## src/rtl/bgt_pkg.sv

```systemverilog
package bgt_pkg;

	// Register field widths.
	localparam int LEN_W = 23;
	localparam int DIV_W = 9;
	localparam int OUT_W = 24;
	localparam int APB_DW = 32;
	localparam int APB_AW = 4;

	// Register reset values.
	localparam int BOX_LENGTH_RST = 65536;
	localparam int BOX_WIDTH_RST = 32768;
	localparam int ROWS_RST = 10;
	localparam int COLS_RST = 10;

	// Default values of the top level parameters.
	localparam int MAX_DIVISIONS_DEF = 256;
	localparam int COORD_BITS_DEF = 24;

	// Vertices emitted for one cell.
	localparam int VERTS = 12;
	localparam int VERT_W = 4;

	// Register map, indexed by paddr[3:2].
	typedef enum logic [1:0] {
		REG_BOX_LENGTH = 2'd0,
		REG_BOX_WIDTH  = 2'd1,
		REG_ROWS       = 2'd2,
		REG_COLS       = 2'd3
	} reg_idx_t;

	// Face pair currently being tessellated.
	typedef enum logic [1:0] {
		PH_BACK_FRONT = 2'd0,
		PH_TOP_BOTTOM = 2'd1,
		PH_LEFT_RIGHT = 2'd2
	} phase_t;

	// Corner selectors: bit 2 picks high x, bit 1 high y, bit 0 high z.
	localparam logic [2:0] CORNER_BF [VERTS] = '{
		3'd0, 3'd4, 3'd6, 3'd0, 3'd6, 3'd2, 3'd1, 3'd5, 3'd7, 3'd1, 3'd7, 3'd3};
	localparam logic [2:0] CORNER_TB [VERTS] = '{
		3'd0, 3'd4, 3'd5, 3'd0, 3'd5, 3'd1, 3'd2, 3'd6, 3'd7, 3'd2, 3'd7, 3'd3};
	localparam logic [2:0] CORNER_LR [VERTS] = '{
		3'd0, 3'd1, 3'd3, 3'd0, 3'd3, 3'd2, 3'd4, 3'd5, 3'd7, 3'd4, 3'd7, 3'd6};

	// Corner selector of vertex k on the given face pair.
	function automatic logic [2:0] corner_sel(phase_t ph, logic [VERT_W-1:0] k);
		logic [2:0] c;
		c = 3'd0;
		if (k < VERT_W'(VERTS)) begin
			case (ph)
				PH_BACK_FRONT: c = CORNER_BF[k];
				PH_TOP_BOTTOM: c = CORNER_TB[k];
				default:       c = CORNER_LR[k];
			endcase
		end
		return c;
	endfunction

endpackage

```

## src/rtl/bgt_ifs.sv

```systemverilog
// Request channel: one restart-or-advance request per transfer.
interface bgt_req_if;
	logic valid;
	logic ready;
	logic restart;

	modport source (output valid, output restart, input ready);
	modport sink (input valid, input restart, output ready);
endinterface

// Vertex channel: one vertex per transfer.
interface bgt_vtx_if;
	logic                              valid;
	logic                              ready;
	logic signed [bgt_pkg::OUT_W-1:0]  vx;
	logic signed [bgt_pkg::OUT_W-1:0]  vy;
	logic signed [bgt_pkg::OUT_W-1:0]  vz;
	logic                              cell_end;
	logic                              box_end;

	modport source (output valid, output vx, output vy, output vz, output cell_end,
		output box_end, input ready);
	modport sink (input valid, input vx, input vy, input vz, input cell_end,
		input box_end, output ready);
endinterface

```

## src/rtl/box_grid_tessellator_core.sv

```systemverilog
// A request is accepted only while idle. The shared one-bit-per-cycle restoring divider then
// forms both grid steps in turn, a setup state follows, and the 12 vertices leave one per
// cycle while the sink is ready. The next request is accepted once the last vertex is taken.
// A request after the last cell without restart is accepted but produces nothing.
// arst_n clears all control state and loads the register reset values; the block is ready at once.
module box_grid_tessellator_core #(
	parameter int MAX_DIVISIONS = bgt_pkg::MAX_DIVISIONS_DEF,
	parameter int COORD_BITS = bgt_pkg::COORD_BITS_DEF
) (
	input  logic                         clk,
	input  logic                         arst_n,
	input  logic                         psel,
	input  logic                         penable,
	input  logic                         pwrite,
	input  logic [bgt_pkg::APB_AW-1:0]   paddr,
	input  logic [bgt_pkg::APB_DW-1:0]   pwdata,
	output logic [bgt_pkg::APB_DW-1:0]   prdata,
	output logic                         pready,
	bgt_req_if.sink                      req,
	bgt_vtx_if.source                    vtx
);

	localparam int CW = COORD_BITS;
	localparam int LEN_W = bgt_pkg::LEN_W;
	localparam int DIV_W = bgt_pkg::DIV_W;
	localparam int DIV_MAX = (1 << DIV_W) - 1;
	localparam int EFF_MAX = (MAX_DIVISIONS < DIV_MAX) ? MAX_DIVISIONS : DIV_MAX;
	localparam int CNT_W = $clog2(EFF_MAX + 1);
	localparam int STEP_W = $clog2(LEN_W);
	localparam logic [CW-1:0] OUTER_RST = CW'(-(bgt_pkg::BOX_WIDTH_RST / 2));
	localparam logic [CW-1:0] INNER_RST = CW'(-(bgt_pkg::BOX_LENGTH_RST / 2));

	typedef enum logic [4:0] {
		ST_IDLE  = 5'b00001,
		ST_DIV_V = 5'b00010,
		ST_DIV_H = 5'b00100,
		ST_SETUP = 5'b01000,
		ST_EMIT  = 5'b10000
	} state_t;

	state_t                 state_q;
	logic [LEN_W-1:0]       box_length_q;
	logic [LEN_W-1:0]       box_width_q;
	logic [DIV_W-1:0]       rows_q;
	logic [DIV_W-1:0]       cols_q;

	bgt_pkg::phase_t        phase_q;
	logic [CNT_W-1:0]       row_q;
	logic [CNT_W-1:0]       col_q;
	logic [CW-1:0]          outer_q;
	logic [CW-1:0]          inner_q;
	logic                   finished_q;

	logic [bgt_pkg::VERT_W-1:0] vert_q;
	logic [STEP_W-1:0]      step_q;
	logic [LEN_W-1:0]       dq_q;
	logic [CNT_W-1:0]       rem_q;
	logic [CW-1:0]          vr_q;
	logic [CW-1:0]          hr_q;
	logic [CW-1:0]          lo_q [3];
	logic [CW-1:0]          hi_q [3];
	logic                   last_q;

	logic [CNT_W-1:0]       nr;
	logic [CNT_W-1:0]       nc;
	logic [CW-1:0]          hl;
	logic [CW-1:0]          hw;
	logic [CW-1:0]          neg_hl;
	logic [CW-1:0]          neg_hw;
	logic                   wr_en;
	bgt_pkg::reg_idx_t      wr_idx;
	logic                   req_acc;
	logic                   vtx_acc;
	logic                   last_vert;

	logic [CNT_W-1:0]       divisor;
	logic [CNT_W:0]         trial;
	logic [CNT_W:0]         diff;
	logic                   q_bit;
	logic [LEN_W-1:0]       dq_next;
	logic [CNT_W-1:0]       rem_next;
	logic                   div_done;

	logic [CNT_W-1:0]       col_inc;
	logic [CNT_W-1:0]       row_inc;
	logic [2:0]             corner;
	logic [CW-1:0]          sel_x;
	logic [CW-1:0]          sel_y;
	logic [CW-1:0]          sel_z;

	// Effective division counts: zero counts as one, large counts saturate.
	always_comb begin
		if (rows_q == '0) begin
			nr = CNT_W'(1);
		end else if (32'(rows_q) > MAX_DIVISIONS) begin
			nr = CNT_W'(EFF_MAX);
		end else begin
			nr = CNT_W'(rows_q);
		end
		if (cols_q == '0) begin
			nc = CNT_W'(1);
		end else if (32'(cols_q) > MAX_DIVISIONS) begin
			nc = CNT_W'(EFF_MAX);
		end else begin
			nc = CNT_W'(cols_q);
		end
	end

	// Half extents and their negations, wrapped to the coordinate width.
	assign hl = CW'(box_length_q >> 1);
	assign hw = CW'(box_width_q >> 1);
	assign neg_hl = CW'(0) - hl;
	assign neg_hw = CW'(0) - hw;

	// Configuration port.
	assign pready = 1'b1;
	assign wr_en = psel & penable & pwrite;
	assign wr_idx = bgt_pkg::reg_idx_t'(paddr[3:2]);

	always_comb begin
		unique case (bgt_pkg::reg_idx_t'(paddr[3:2]))
			bgt_pkg::REG_BOX_LENGTH: prdata = bgt_pkg::APB_DW'(box_length_q);
			bgt_pkg::REG_BOX_WIDTH:  prdata = bgt_pkg::APB_DW'(box_width_q);
			bgt_pkg::REG_ROWS:       prdata = bgt_pkg::APB_DW'(rows_q);
			bgt_pkg::REG_COLS:       prdata = bgt_pkg::APB_DW'(cols_q);
			default:                 prdata = '0;
		endcase
	end

	always_ff @(posedge clk or negedge arst_n) begin
		if (!arst_n) begin
			box_length_q <= LEN_W'(bgt_pkg::BOX_LENGTH_RST);
			box_width_q <= LEN_W'(bgt_pkg::BOX_WIDTH_RST);
			rows_q <= DIV_W'(bgt_pkg::ROWS_RST);
			cols_q <= DIV_W'(bgt_pkg::COLS_RST);
		end else if (wr_en) begin
			unique case (wr_idx)
				bgt_pkg::REG_BOX_LENGTH: box_length_q <= pwdata[LEN_W-1:0];
				bgt_pkg::REG_BOX_WIDTH:  box_width_q <= pwdata[LEN_W-1:0];
				bgt_pkg::REG_ROWS:       rows_q <= pwdata[DIV_W-1:0];
				bgt_pkg::REG_COLS:       cols_q <= pwdata[DIV_W-1:0];
				default: ;
			endcase
		end
	end

	// Handshakes.
	assign req.ready = (state_q == ST_IDLE);
	assign req_acc = req.valid & req.ready;
	assign vtx_acc = vtx.valid & vtx.ready;
	assign last_vert = (vert_q == bgt_pkg::VERT_W'(bgt_pkg::VERTS - 1));

	// Shared restoring divider: one quotient bit per cycle.
	assign divisor = (state_q == ST_DIV_V) ? nc : nr;
	assign trial = {rem_q, dq_q[LEN_W-1]};
	assign diff = trial - {1'b0, divisor};
	assign q_bit = (trial >= {1'b0, divisor});
	assign rem_next = q_bit ? diff[CNT_W-1:0] : trial[CNT_W-1:0];
	assign dq_next = {dq_q[LEN_W-2:0], q_bit};
	assign div_done = (step_q == STEP_W'(LEN_W - 1));

	// Counter increments for the advance step.
	assign col_inc = col_q + CNT_W'(1);
	assign row_inc = row_q + CNT_W'(1);

	// Sequencer and traversal state.
	always_ff @(posedge clk or negedge arst_n) begin
		if (!arst_n) begin
			state_q <= ST_IDLE;
			phase_q <= bgt_pkg::PH_BACK_FRONT;
			row_q <= '0;
			col_q <= '0;
			outer_q <= OUTER_RST;
			inner_q <= INNER_RST;
			finished_q <= 1'b0;
			vert_q <= '0;
			step_q <= '0;
		end else begin
			unique case (state_q)
				ST_IDLE: begin
					if (req_acc) begin
						step_q <= '0;
						if (req.restart) begin
							phase_q <= bgt_pkg::PH_BACK_FRONT;
							row_q <= '0;
							col_q <= '0;
							outer_q <= neg_hw;
							inner_q <= neg_hl;
							finished_q <= 1'b0;
							state_q <= ST_DIV_V;
						end else if (!finished_q) begin
							state_q <= ST_DIV_V;
						end
					end
				end
				ST_DIV_V: begin
					step_q <= div_done ? '0 : step_q + STEP_W'(1);
					if (div_done) begin
						state_q <= ST_DIV_H;
					end
				end
				ST_DIV_H: begin
					step_q <= div_done ? '0 : step_q + STEP_W'(1);
					if (div_done) begin
						state_q <= ST_SETUP;
					end
				end
				ST_SETUP: begin
					vert_q <= '0;
					state_q <= ST_EMIT;
				end
				ST_EMIT: begin
					if (vtx_acc) begin
						vert_q <= vert_q + bgt_pkg::VERT_W'(1);
						if (last_vert) begin
							state_q <= ST_IDLE;
							// Advance to the next cell.
							if (col_inc >= nc) begin
								col_q <= '0;
								if (row_inc >= nr) begin
									row_q <= '0;
									outer_q <= neg_hw;
									inner_q <= neg_hl;
									unique case (phase_q)
										bgt_pkg::PH_BACK_FRONT: begin
											phase_q <= bgt_pkg::PH_TOP_BOTTOM;
										end
										bgt_pkg::PH_TOP_BOTTOM: begin
											phase_q <= bgt_pkg::PH_LEFT_RIGHT;
											inner_q <= neg_hw;
										end
										default: begin
											phase_q <= bgt_pkg::PH_BACK_FRONT;
											finished_q <= 1'b1;
										end
									endcase
								end else begin
									row_q <= row_inc;
									outer_q <= outer_q + hr_q;
									inner_q <= (phase_q == bgt_pkg::PH_LEFT_RIGHT) ?
										neg_hw : neg_hl;
								end
							end else begin
								col_q <= col_inc;
								inner_q <= inner_q +
									((phase_q == bgt_pkg::PH_LEFT_RIGHT) ? hr_q : vr_q);
							end
						end
					end
				end
				default: state_q <= ST_IDLE;
			endcase
		end
	end

	// Divider datapath, step results and cell corners.
	always_ff @(posedge clk) begin
		if (req_acc) begin
			dq_q <= box_length_q;
			rem_q <= '0;
		end else if (state_q == ST_DIV_V && div_done) begin
			vr_q <= CW'(dq_next);
			dq_q <= box_width_q;
			rem_q <= '0;
		end else if (state_q == ST_DIV_H && div_done) begin
			hr_q <= CW'(dq_next);
		end else if (state_q == ST_DIV_V || state_q == ST_DIV_H) begin
			dq_q <= dq_next;
			rem_q <= rem_next;
		end

		if (state_q == ST_SETUP) begin
			last_q <= (phase_q == bgt_pkg::PH_LEFT_RIGHT) && (row_inc >= nr) &&
				(col_inc >= nc);
			case (phase_q)
				bgt_pkg::PH_BACK_FRONT: begin
					lo_q[0] <= inner_q;
					hi_q[0] <= inner_q + vr_q;
					lo_q[1] <= outer_q;
					hi_q[1] <= outer_q + hr_q;
					lo_q[2] <= neg_hw;
					hi_q[2] <= hw;
				end
				bgt_pkg::PH_TOP_BOTTOM: begin
					lo_q[0] <= inner_q;
					hi_q[0] <= inner_q + vr_q;
					lo_q[1] <= hw;
					hi_q[1] <= neg_hw;
					lo_q[2] <= outer_q;
					hi_q[2] <= outer_q + hr_q;
				end
				default: begin
					lo_q[0] <= hl;
					hi_q[0] <= neg_hl;
					lo_q[1] <= outer_q;
					hi_q[1] <= outer_q + hr_q;
					lo_q[2] <= inner_q;
					hi_q[2] <= inner_q + hr_q;
				end
			endcase
		end
	end

	// Vertex output: pick low or high per axis from the corner table.
	assign corner = bgt_pkg::corner_sel(phase_q, vert_q);
	assign sel_x = corner[2] ? hi_q[0] : lo_q[0];
	assign sel_y = corner[1] ? hi_q[1] : lo_q[1];
	assign sel_z = corner[0] ? hi_q[2] : lo_q[2];

	assign vtx.valid = (state_q == ST_EMIT);
	assign vtx.vx = bgt_pkg::OUT_W'($signed(sel_x));
	assign vtx.vy = bgt_pkg::OUT_W'($signed(sel_y));
	assign vtx.vz = bgt_pkg::OUT_W'($signed(sel_z));
	assign vtx.cell_end = last_vert;
	assign vtx.box_end = last_vert & last_q;

endmodule
```

## src/flat_wrapper.sv

```systemverilog
// flat-port wrapper written by rule: the top's interface ports become plain ports
module box_grid_tessellator_core_flat 
#(
	parameter int MAX_DIVISIONS = bgt_pkg::MAX_DIVISIONS_DEF,
	parameter int COORD_BITS = bgt_pkg::COORD_BITS_DEF
)
  (clk, arst_n, psel, penable, pwrite, paddr, pwdata, prdata, pready, req_valid, req_restart, req_ready, vtx_valid, vtx_vx, vtx_vy, vtx_vz, vtx_cell_end, vtx_box_end, vtx_ready);
  bgt_req_if req_i ();
  bgt_vtx_if vtx_i ();
  input  logic clk;
  input  logic arst_n;
  input  logic psel;
  input  logic penable;
  input  logic pwrite;
  input  logic [bgt_pkg::APB_AW-1:0] paddr;
  input  logic [bgt_pkg::APB_DW-1:0] pwdata;
  output logic [bgt_pkg::APB_DW-1:0] prdata;
  output logic pready;
  input wire logic [$bits(req_i.valid)-1:0] req_valid;
  input wire logic [$bits(req_i.restart)-1:0] req_restart;
  output wire logic [$bits(req_i.ready)-1:0] req_ready;
  output wire logic [$bits(vtx_i.valid)-1:0] vtx_valid;
  output wire logic [$bits(vtx_i.vx)-1:0] vtx_vx;
  output wire logic [$bits(vtx_i.vy)-1:0] vtx_vy;
  output wire logic [$bits(vtx_i.vz)-1:0] vtx_vz;
  output wire logic [$bits(vtx_i.cell_end)-1:0] vtx_cell_end;
  output wire logic [$bits(vtx_i.box_end)-1:0] vtx_box_end;
  input wire logic [$bits(vtx_i.ready)-1:0] vtx_ready;
  assign req_i.valid = req_valid;
  assign req_i.restart = req_restart;
  assign req_ready = req_i.ready;
  assign vtx_valid = vtx_i.valid;
  assign vtx_vx = vtx_i.vx;
  assign vtx_vy = vtx_i.vy;
  assign vtx_vz = vtx_i.vz;
  assign vtx_cell_end = vtx_i.cell_end;
  assign vtx_box_end = vtx_i.box_end;
  assign vtx_i.ready = vtx_ready;
  box_grid_tessellator_core #(.MAX_DIVISIONS(MAX_DIVISIONS), .COORD_BITS(COORD_BITS)) u_core (.clk(clk), .arst_n(arst_n), .psel(psel), .penable(penable), .pwrite(pwrite), .paddr(paddr), .pwdata(pwdata), .prdata(prdata), .pready(pready), .req(req_i), .vtx(vtx_i));
endmodule
```

## config.mk

```make
export PLATFORM = sky130hd
export DESIGN_NAME = box_grid_tessellator_core_flat
export DESIGN_NICKNAME = d
export VERILOG_FILES = /design/src/rtl/bgt_pkg.sv /design/src/rtl/bgt_ifs.sv /design/src/rtl/box_grid_tessellator_core.sv /design/src/flat_wrapper.sv
export SDC_FILE = /design/constraint.sdc
export NUM_CORES = 1
export LEC_CHECK = 0
export BUFFER_PORTS_ARGS = -buffer_cell sky130_fd_sc_hd__buf_2
export CAP_MARGIN = 20
export CORE_AREA = 2 2 229 231
export DETAILED_ROUTE_END_ITERATION = 10
export DIE_AREA = 0 0 231 233
export PLACE_DENSITY_LB_ADDON = 0.12
export SLEW_MARGIN = 20
export SYNTH_ARGS = -nofsm -noshare
export SYNTH_HDL_FRONTEND = slang
export SYNTH_SLANG_ARGS = --single-unit
```

## constraint.sdc

```tcl
create_clock -name clk -period 7.52 [get_ports clk]
set_input_delay 0.752 -clock clk [delete_from_list [all_inputs] [get_ports clk]]
set_output_delay 0.752 -clock clk [all_outputs]
set_load 0.02 [all_outputs]
```

* Word-level counts from Yosys, hierarchy flattened *
Memory sizes are Yosys's and may differ from the RTL's.
Cells that the tools add are included.

cells by class
  $lt $le $gt $ge = 7
  bitwise logic cells = 21
  divide/modulo/power cells = 0
  equality and inequality tests = 23
  shift operators = 0
  multipliers = 0
  mux-type cells = 100
  add/sub/neg operators = 11
  reduce and logical (&&, ||, !) cells = 31

operators with widths
  operator                 number
  $mux W24                 29
  $mux W9                  15
  $pmux W32 S4             1
  $mux W23                 5
  $pmux W24 S2             2
  $add A24 B23 Y24         3
  $sub A1 B22 Y23 const A  2
  $mux W5                  9
  $pmux W9 S2              2
  $pmux W5 S5              1
  $add A24 B24 Y24         1
  $mux W3                  7
  $add A9 B1 Y9 const B    2
  $ge A9 B9 Y1             2
  $gt A9 B9 Y1 const B     2
  $logic_not A9 Y1         2
  $reduce_and A2 Y1        9
  $mux W1                  16
  $ne A2 B2 Y1 const B     7
  $mux W2                  6
  $or A1 B1 Y1             12
  $reduce_and A6 Y1        2
  $eq A5 B5 Y1 const B     2
  $ge A10 B9 Y1            1
  other kinds (34)         53

word-level totals
  bits in registers = 226
  input port bits = 44
  latch bits = 0
  memory bits (writable) = 144
  memories kept = 5
  memory bits (read-only) = 144
  word-level logic and storage cells = 216

memory list
  memory            depth  width  read ports  clocked after memory_dff  write ports  RTL line                         text
  u_core.hi_q       3      24     3           0                         3            box_grid_tessellator_core.sv:61  logic [CW-1:0] hi_q [3];
  u_core.lo_q       3      24     3           0                         3            box_grid_tessellator_core.sv:60  logic [CW-1:0] lo_q [3];
  (name not given)  16     3      1           0                         0            bgt_pkg.sv:54                    PH_TOP_BOTTOM: c = CORNER_TB[k];
  (name not given)  16     3      1           0                         0            bgt_pkg.sv:55                    default: c = CORNER_LR[k];
  (name not given)  16     3      1           0                         0            bgt_pkg.sv:53                    PH_BACK_FRONT: c = CORNER_BF[k];

* Longest topological paths before layout *
  word-level depth = 9
  depth in mapped cells = 16

* Least setup slack after synthesis *
No wires, ideal clock.

  path type = reg2reg
  start = register u_core.state_q[1]
  end = memory u_core.lo_q[0][49] in the netlist's numbering, data pin
  arrival time = 5.493 ns
  setup slack = 1.859 ns
  data required time = 7.352 ns
  period minus slack after synthesis = 5.661 ns
  stages on the path, launching flop included = 8
  cell sequence = dfrtp_1 > nor2_1 > nand3_1 > clkbuf_1 > clkinv_1 > clkbuf_1 > o22ai_1 > a21oi_1

RTL lines
  item                    RTL line                          text
  start, declared         box_grid_tessellator_core.sv:41   state_t state_q;
  start signal, assigned  box_grid_tessellator_core.sv:169  state_q <= ST_IDLE;
  start signal, assigned  box_grid_tessellator_core.sv:190  state_q <= ST_DIV_V;
  start signal, assigned  box_grid_tessellator_core.sv:192  state_q <= ST_DIV_V;
  end, declared           box_grid_tessellator_core.sv:60

* Final worst setup path *
  start = register u_core.state_q[4]
  end = register u_core.rem_q[7]

between the ends
  word-level cells in the longest chain between the ends = 4

ends and longest elaborated chain
  item                    RTL line                          text
  $eq A5 B2 Y1            box_grid_tessellator_core.sv:154  assign divisor = (state_q == ST_DIV_V) ? nc : nr;
  $mux W9                 box_grid_tessellator_core.sv:154
  $ge A10 B9 Y1           box_grid_tessellator_core.sv:157  assign q_bit = (trial >= {1'b0, divisor});
  named net u_core.q_bit  box_grid_tessellator_core.sv:79   logic q_bit;
  $mux W9                 box_grid_tessellator_core.sv:158  assign rem_next = q_bit ? diff[CNT_W-1:0] : trial[CNT_W-1:0];
  end signal, assigned    box_grid_tessellator_core.sv:269  rem_q <= rem_next;
  end, declared           box_grid_tessellator_core.sv:57   logic [CNT_W-1:0] rem_q;

The timed path passes the listed nets, and every way through them passes these cells.
A chain may end at the register's enable or synchronous reset.

==> flow_summary_export.csv <==
group,metric,value,unit
synth,synth_top_area_cell,"edfxtp_1",
worst_setup_path,worstSetupEndpointType,"flop",
worst_setup_path,critPathKind,"reg2reg",
cts,clk_pin_slew_worst_paths,0.06,ns
final_layout,layout_commonest_cell,"nand2_1",
drt,routed_wl,74.48,mm
worst_setup_path,critPathSlowestCell,"o311a_1",
place,port_buffers,131,
worst_setup_path,critPathMaxFanout,14,
synth,ys_ff_latch,370,
power_and_ir_drop,sw_frac_of_total,40.66,%
worst_setup_path,worstPathArrival,5.12,ns
cts,clockBufferDepth,3,
worst_setup_path,rrSetupSlack,2.92,ns
final_layout,drive_gt1_share,17.97,%
worst_setup_path,max_stage_delay,0.58,ns
worst_setup_path,path_cells,"nor3_1, nand2_1, mux2_2, ha_1, inv_1, fa_1, a21o_1, a21oi_1, nor2_1, o31ai_1, o311a_1, inv_1, o211ai_1, o211ai_1, a21oi_1",
synth,synthArstFlopShare,39.73,%
global_routing,grt_pass1_wl,112.7,mm
synth,synth_top_cells_by_area,"edfxtp_1 27%, dfrtp_1 13%, mux2_2 8.0%, ha_1 6.7%, nand2_1 6.5%",
place,placed_cells,3218,
worst_hold_path,hp-class,"in2async",
flow_run,drv_cap,0,
drt,antenna_left,0,
drt,vias,19697,
floorplan,die_h,233,µm
cts,post_cts_resize_count,0,
final_layout,final_cells,3297,
final_layout,area_growth,11.54,%
power_and_ir_drop,p_int,0.005668,W
synth,ys_types,85,
cts,cts-htree-levels,2,
sta,fin_crit_sh,61.16,%
synth,synth_edf_count,214,
sta,relSlewSlack,22.39,%
worst_setup_path,cp-start-kind,"flop",
final_layout,final_nets,2759,
global_routing,grt_max_degree,91,
global_routing,grt_pass1_vias,18736,
floorplan,initial_core_util,46.77,%
power_and_ir_drop,leakage,10.86,nW
worst_setup_path,required,8.04,ns
floorplan,dieArea,0.05382,mm²
final_layout,layout_common_cells,"409 x nand2_1, 216 x nor2_1, 214 x edfxtp_1",
sta,finalSetupTns,0,ns
cts,hold_buffers,0,
sta,tightest_slew,1.161,ns
drt,viasPerCell,5.974,
cts,cts_tree,"done",
sta,max_freq,0.2174,GHz
power_and_ir_drop,p_clk_share,22.5,%
place,hpwlAfterDp,54.80,mm
cts,clk_latency,0.59,ns
outcome,outcome,"finished clean",
cts,cts.sinks,370,
synth,netlist.area_leader.share,26.89,%
power_and_ir_drop,p_per_area,358.4,mW/mm²
worst_setup_path,r2r_cells,15,
drt,post-route-drc-count,0,
floorplan,core,0.05109,mm²
sta,finalMaxSlewViolations,0,
cts,numCtsBuffers,42,
sta,fin_hold_ws,0.07807,ns
floorplan,row_count,83,
floorplan,die_x,231,µm
global_routing,grt_usage,27.48,%
cts,cts-root-buf,"clkbuf_16",
sta,setup_violations,0,
sta,skew,0.01714,ns
power_and_ir_drop,comb_power_share,42.6,%
synth,syn_inst,2507,
worst_setup_path,regToRegEndpoint,"u_core.rem_q[7]",
worst_setup_path,reg2reg_from,"u_core.state_q[4]",
sta,hold_violations,0,
global_routing,grt_antenna_before_repair,0,
power_and_ir_drop,peakVddDrop,0.2062,mV
synth,synthFlopType,"edfxtp_1",
drt,avgRoutedWirePerCell,22.59,µm
floorplan,ioPinCount,153,
power_and_ir_drop,p_switching,0.003884,W
sta,period_minus_slack,4.599,ns
sta,rsz0062_at_grt,"no",
power_and_ir_drop,power_frac_seq,34.9,%
synth,syn_area,0.02390,mm²
global_routing,overflow,0,
drt,firstDrtPassIters,6,
drt,drt_iter0_drc,1817,
cts,cts_setup_buffers,0,
place,globalplace.congestion,0.9556,
synth,syn_avg_cell_area,9.531,µm²
synth,yosys_warnings,0,
synth,yosysSeqAreaShare,43.18,%
==> registers in the layout, summed over array words and instances (netlist names) <==
register and cells:
u_core.hi_q 72, u_core.box_width_q 23, u_core.row_q 9, u_core.outer_q 24
u_core.box_length_q 23, u_core.finished_q 1, u_core.cols_q 9, u_core.vr_q 23
u_core.state_q 5, u_core.step_q 5, u_core.vert_q 4, u_core.phase_q 2
u_core.rows_q 9, u_core.inner_q 24, u_core.dq_q 23, u_core.hr_q 23
u_core.col_q 9, u_core.last_q 1, u_core.rem_q 9, u_core.lo_q 72
==> power groups by stage <==
stage                     clock network, W  logic, W  registers (W)
after detailed placement                 0   0.00399        0.00334
after global routing               0.00226   0.00453        0.00337
after CTS                          0.00219   0.00402        0.00330
final                              0.00215   0.00407        0.00333
after global placement                   0   0.00393        0.00333
after floorplan                          0   0.00311        0.00301
==> cell usage after synthesis (7+ instances only) <==
library cell	count
nand2_1	411
nor2_1	222
edfxtp_1	214
o21ai_0	172
mux2_2	169
a21oi_1	157
ha_1	128
dfrtp_1	121
clkbuf_1	117
xnor2_1	81
inv_1	46
xor2_1	46
nand3_1	45
a21o_1	42
nor3_1	40
a31oi_1	36
a22oi_1	32
o22ai_1	27
dfstp_2	26
nor2b_1	23
nand2b_1	22
o21a_1	22
mux2i_1	19
a211oi_1	18
and3_1	16
o211ai_1	16
buf_1	15
or3_1	14
and2_1	12
buf_4	11
nand4_1	11
nor4_1	10
o21bai_1	10
dfxtp_1	9
mux4_2	9
o31ai_1	9
or4_1	9
a21boi_0	8
a221o_1	8
a2bb2oi_1	7
==> cell families after synthesis <==
family                     count (synthesis)  synth area share, %
DFF                                      370                43.18
other                                      2              0.03143
AOI/OAI and AO/OA                        623                16.28
xor gates and xnor gates                 128                4.723
adders and majority gates                133                7.121
buffers and inverters                    196                3.288
and+or+nand+nor                          858                15.77
muxes                                    197                9.608
==> cell type report <==
type | instances | area (µm²)
inverter | 51 | 196.4
tap | 680 | 850.8
clock inverter | 20 | 284.0
fill | 4731 | 24440
sequential | 370 | 10320
antenna | 1 | 2.502
multi-input combinational | 1949 | 12890
clock buffer | 58 | 1142
timing repair buffer | 168 | 963.4
==> per-stage QoR <==
stage	setup slack [ns]	area [µm²]	total power [W]	util [%]
2_1_floorplan	1.859	23930	0.006127	-
3_3_place_gp	2.992	25200	0.007253	49.32
3_5_place_dp	2.950	25220	0.007323	49.35
4_1_cts	2.927	26640	0.009503	52.14
5_1_grt	2.480	26650	0.01016	52.16
6_report	2.921	26650	0.009553	52.16
==> worst max path at each step <==
stage,slack [ns],to,startpoint
finish,2.92,u_core.rem_q[7],u_core.state_q[4]
global route,2.48,u_core.rem_q[7],u_core.state_q[4]
CTS,2.93,u_core.rem_q[7],u_core.state_q[4]
detailed placement,2.95,u_core.rem_q[7],u_core.state_q[4]
global placement,2.99,u_core.rem_q[7],u_core.state_q[4]
floorplan,1.86,u_core.lo_q[0][49],u_core.state_q[1]
==> worst max-delay path: cells and delay by family (launching register included) <==
| kind | cells | cell delay, ns |
|---|---|---|
| compound gates | 7 | 1.78 |
| simple gates | 3 | 0.97 |
| mux | 1 | 0.40 |
| buf+inv | 2 | 0.36 |
| flops | 1 | 0.44 |
| fa+ha+maj | 2 | 0.58 |
==> layer usage <==
metal | share of wire, % | vias to the layer above | track usage [%] | wire length (µm)
li1 | - | 9246 | - | -
met1 | 47 | 9547 | 40.71 | 34660
met2 | 43 | 789 | 41.52 | 32300
met3 | 7.7 | 115 | 4.326 | 5710
met4 | 2.4 | 0 | 7.621 | 1809
met5 | 0 | - | 0 | 0
(Power assumes the default switching activity.)
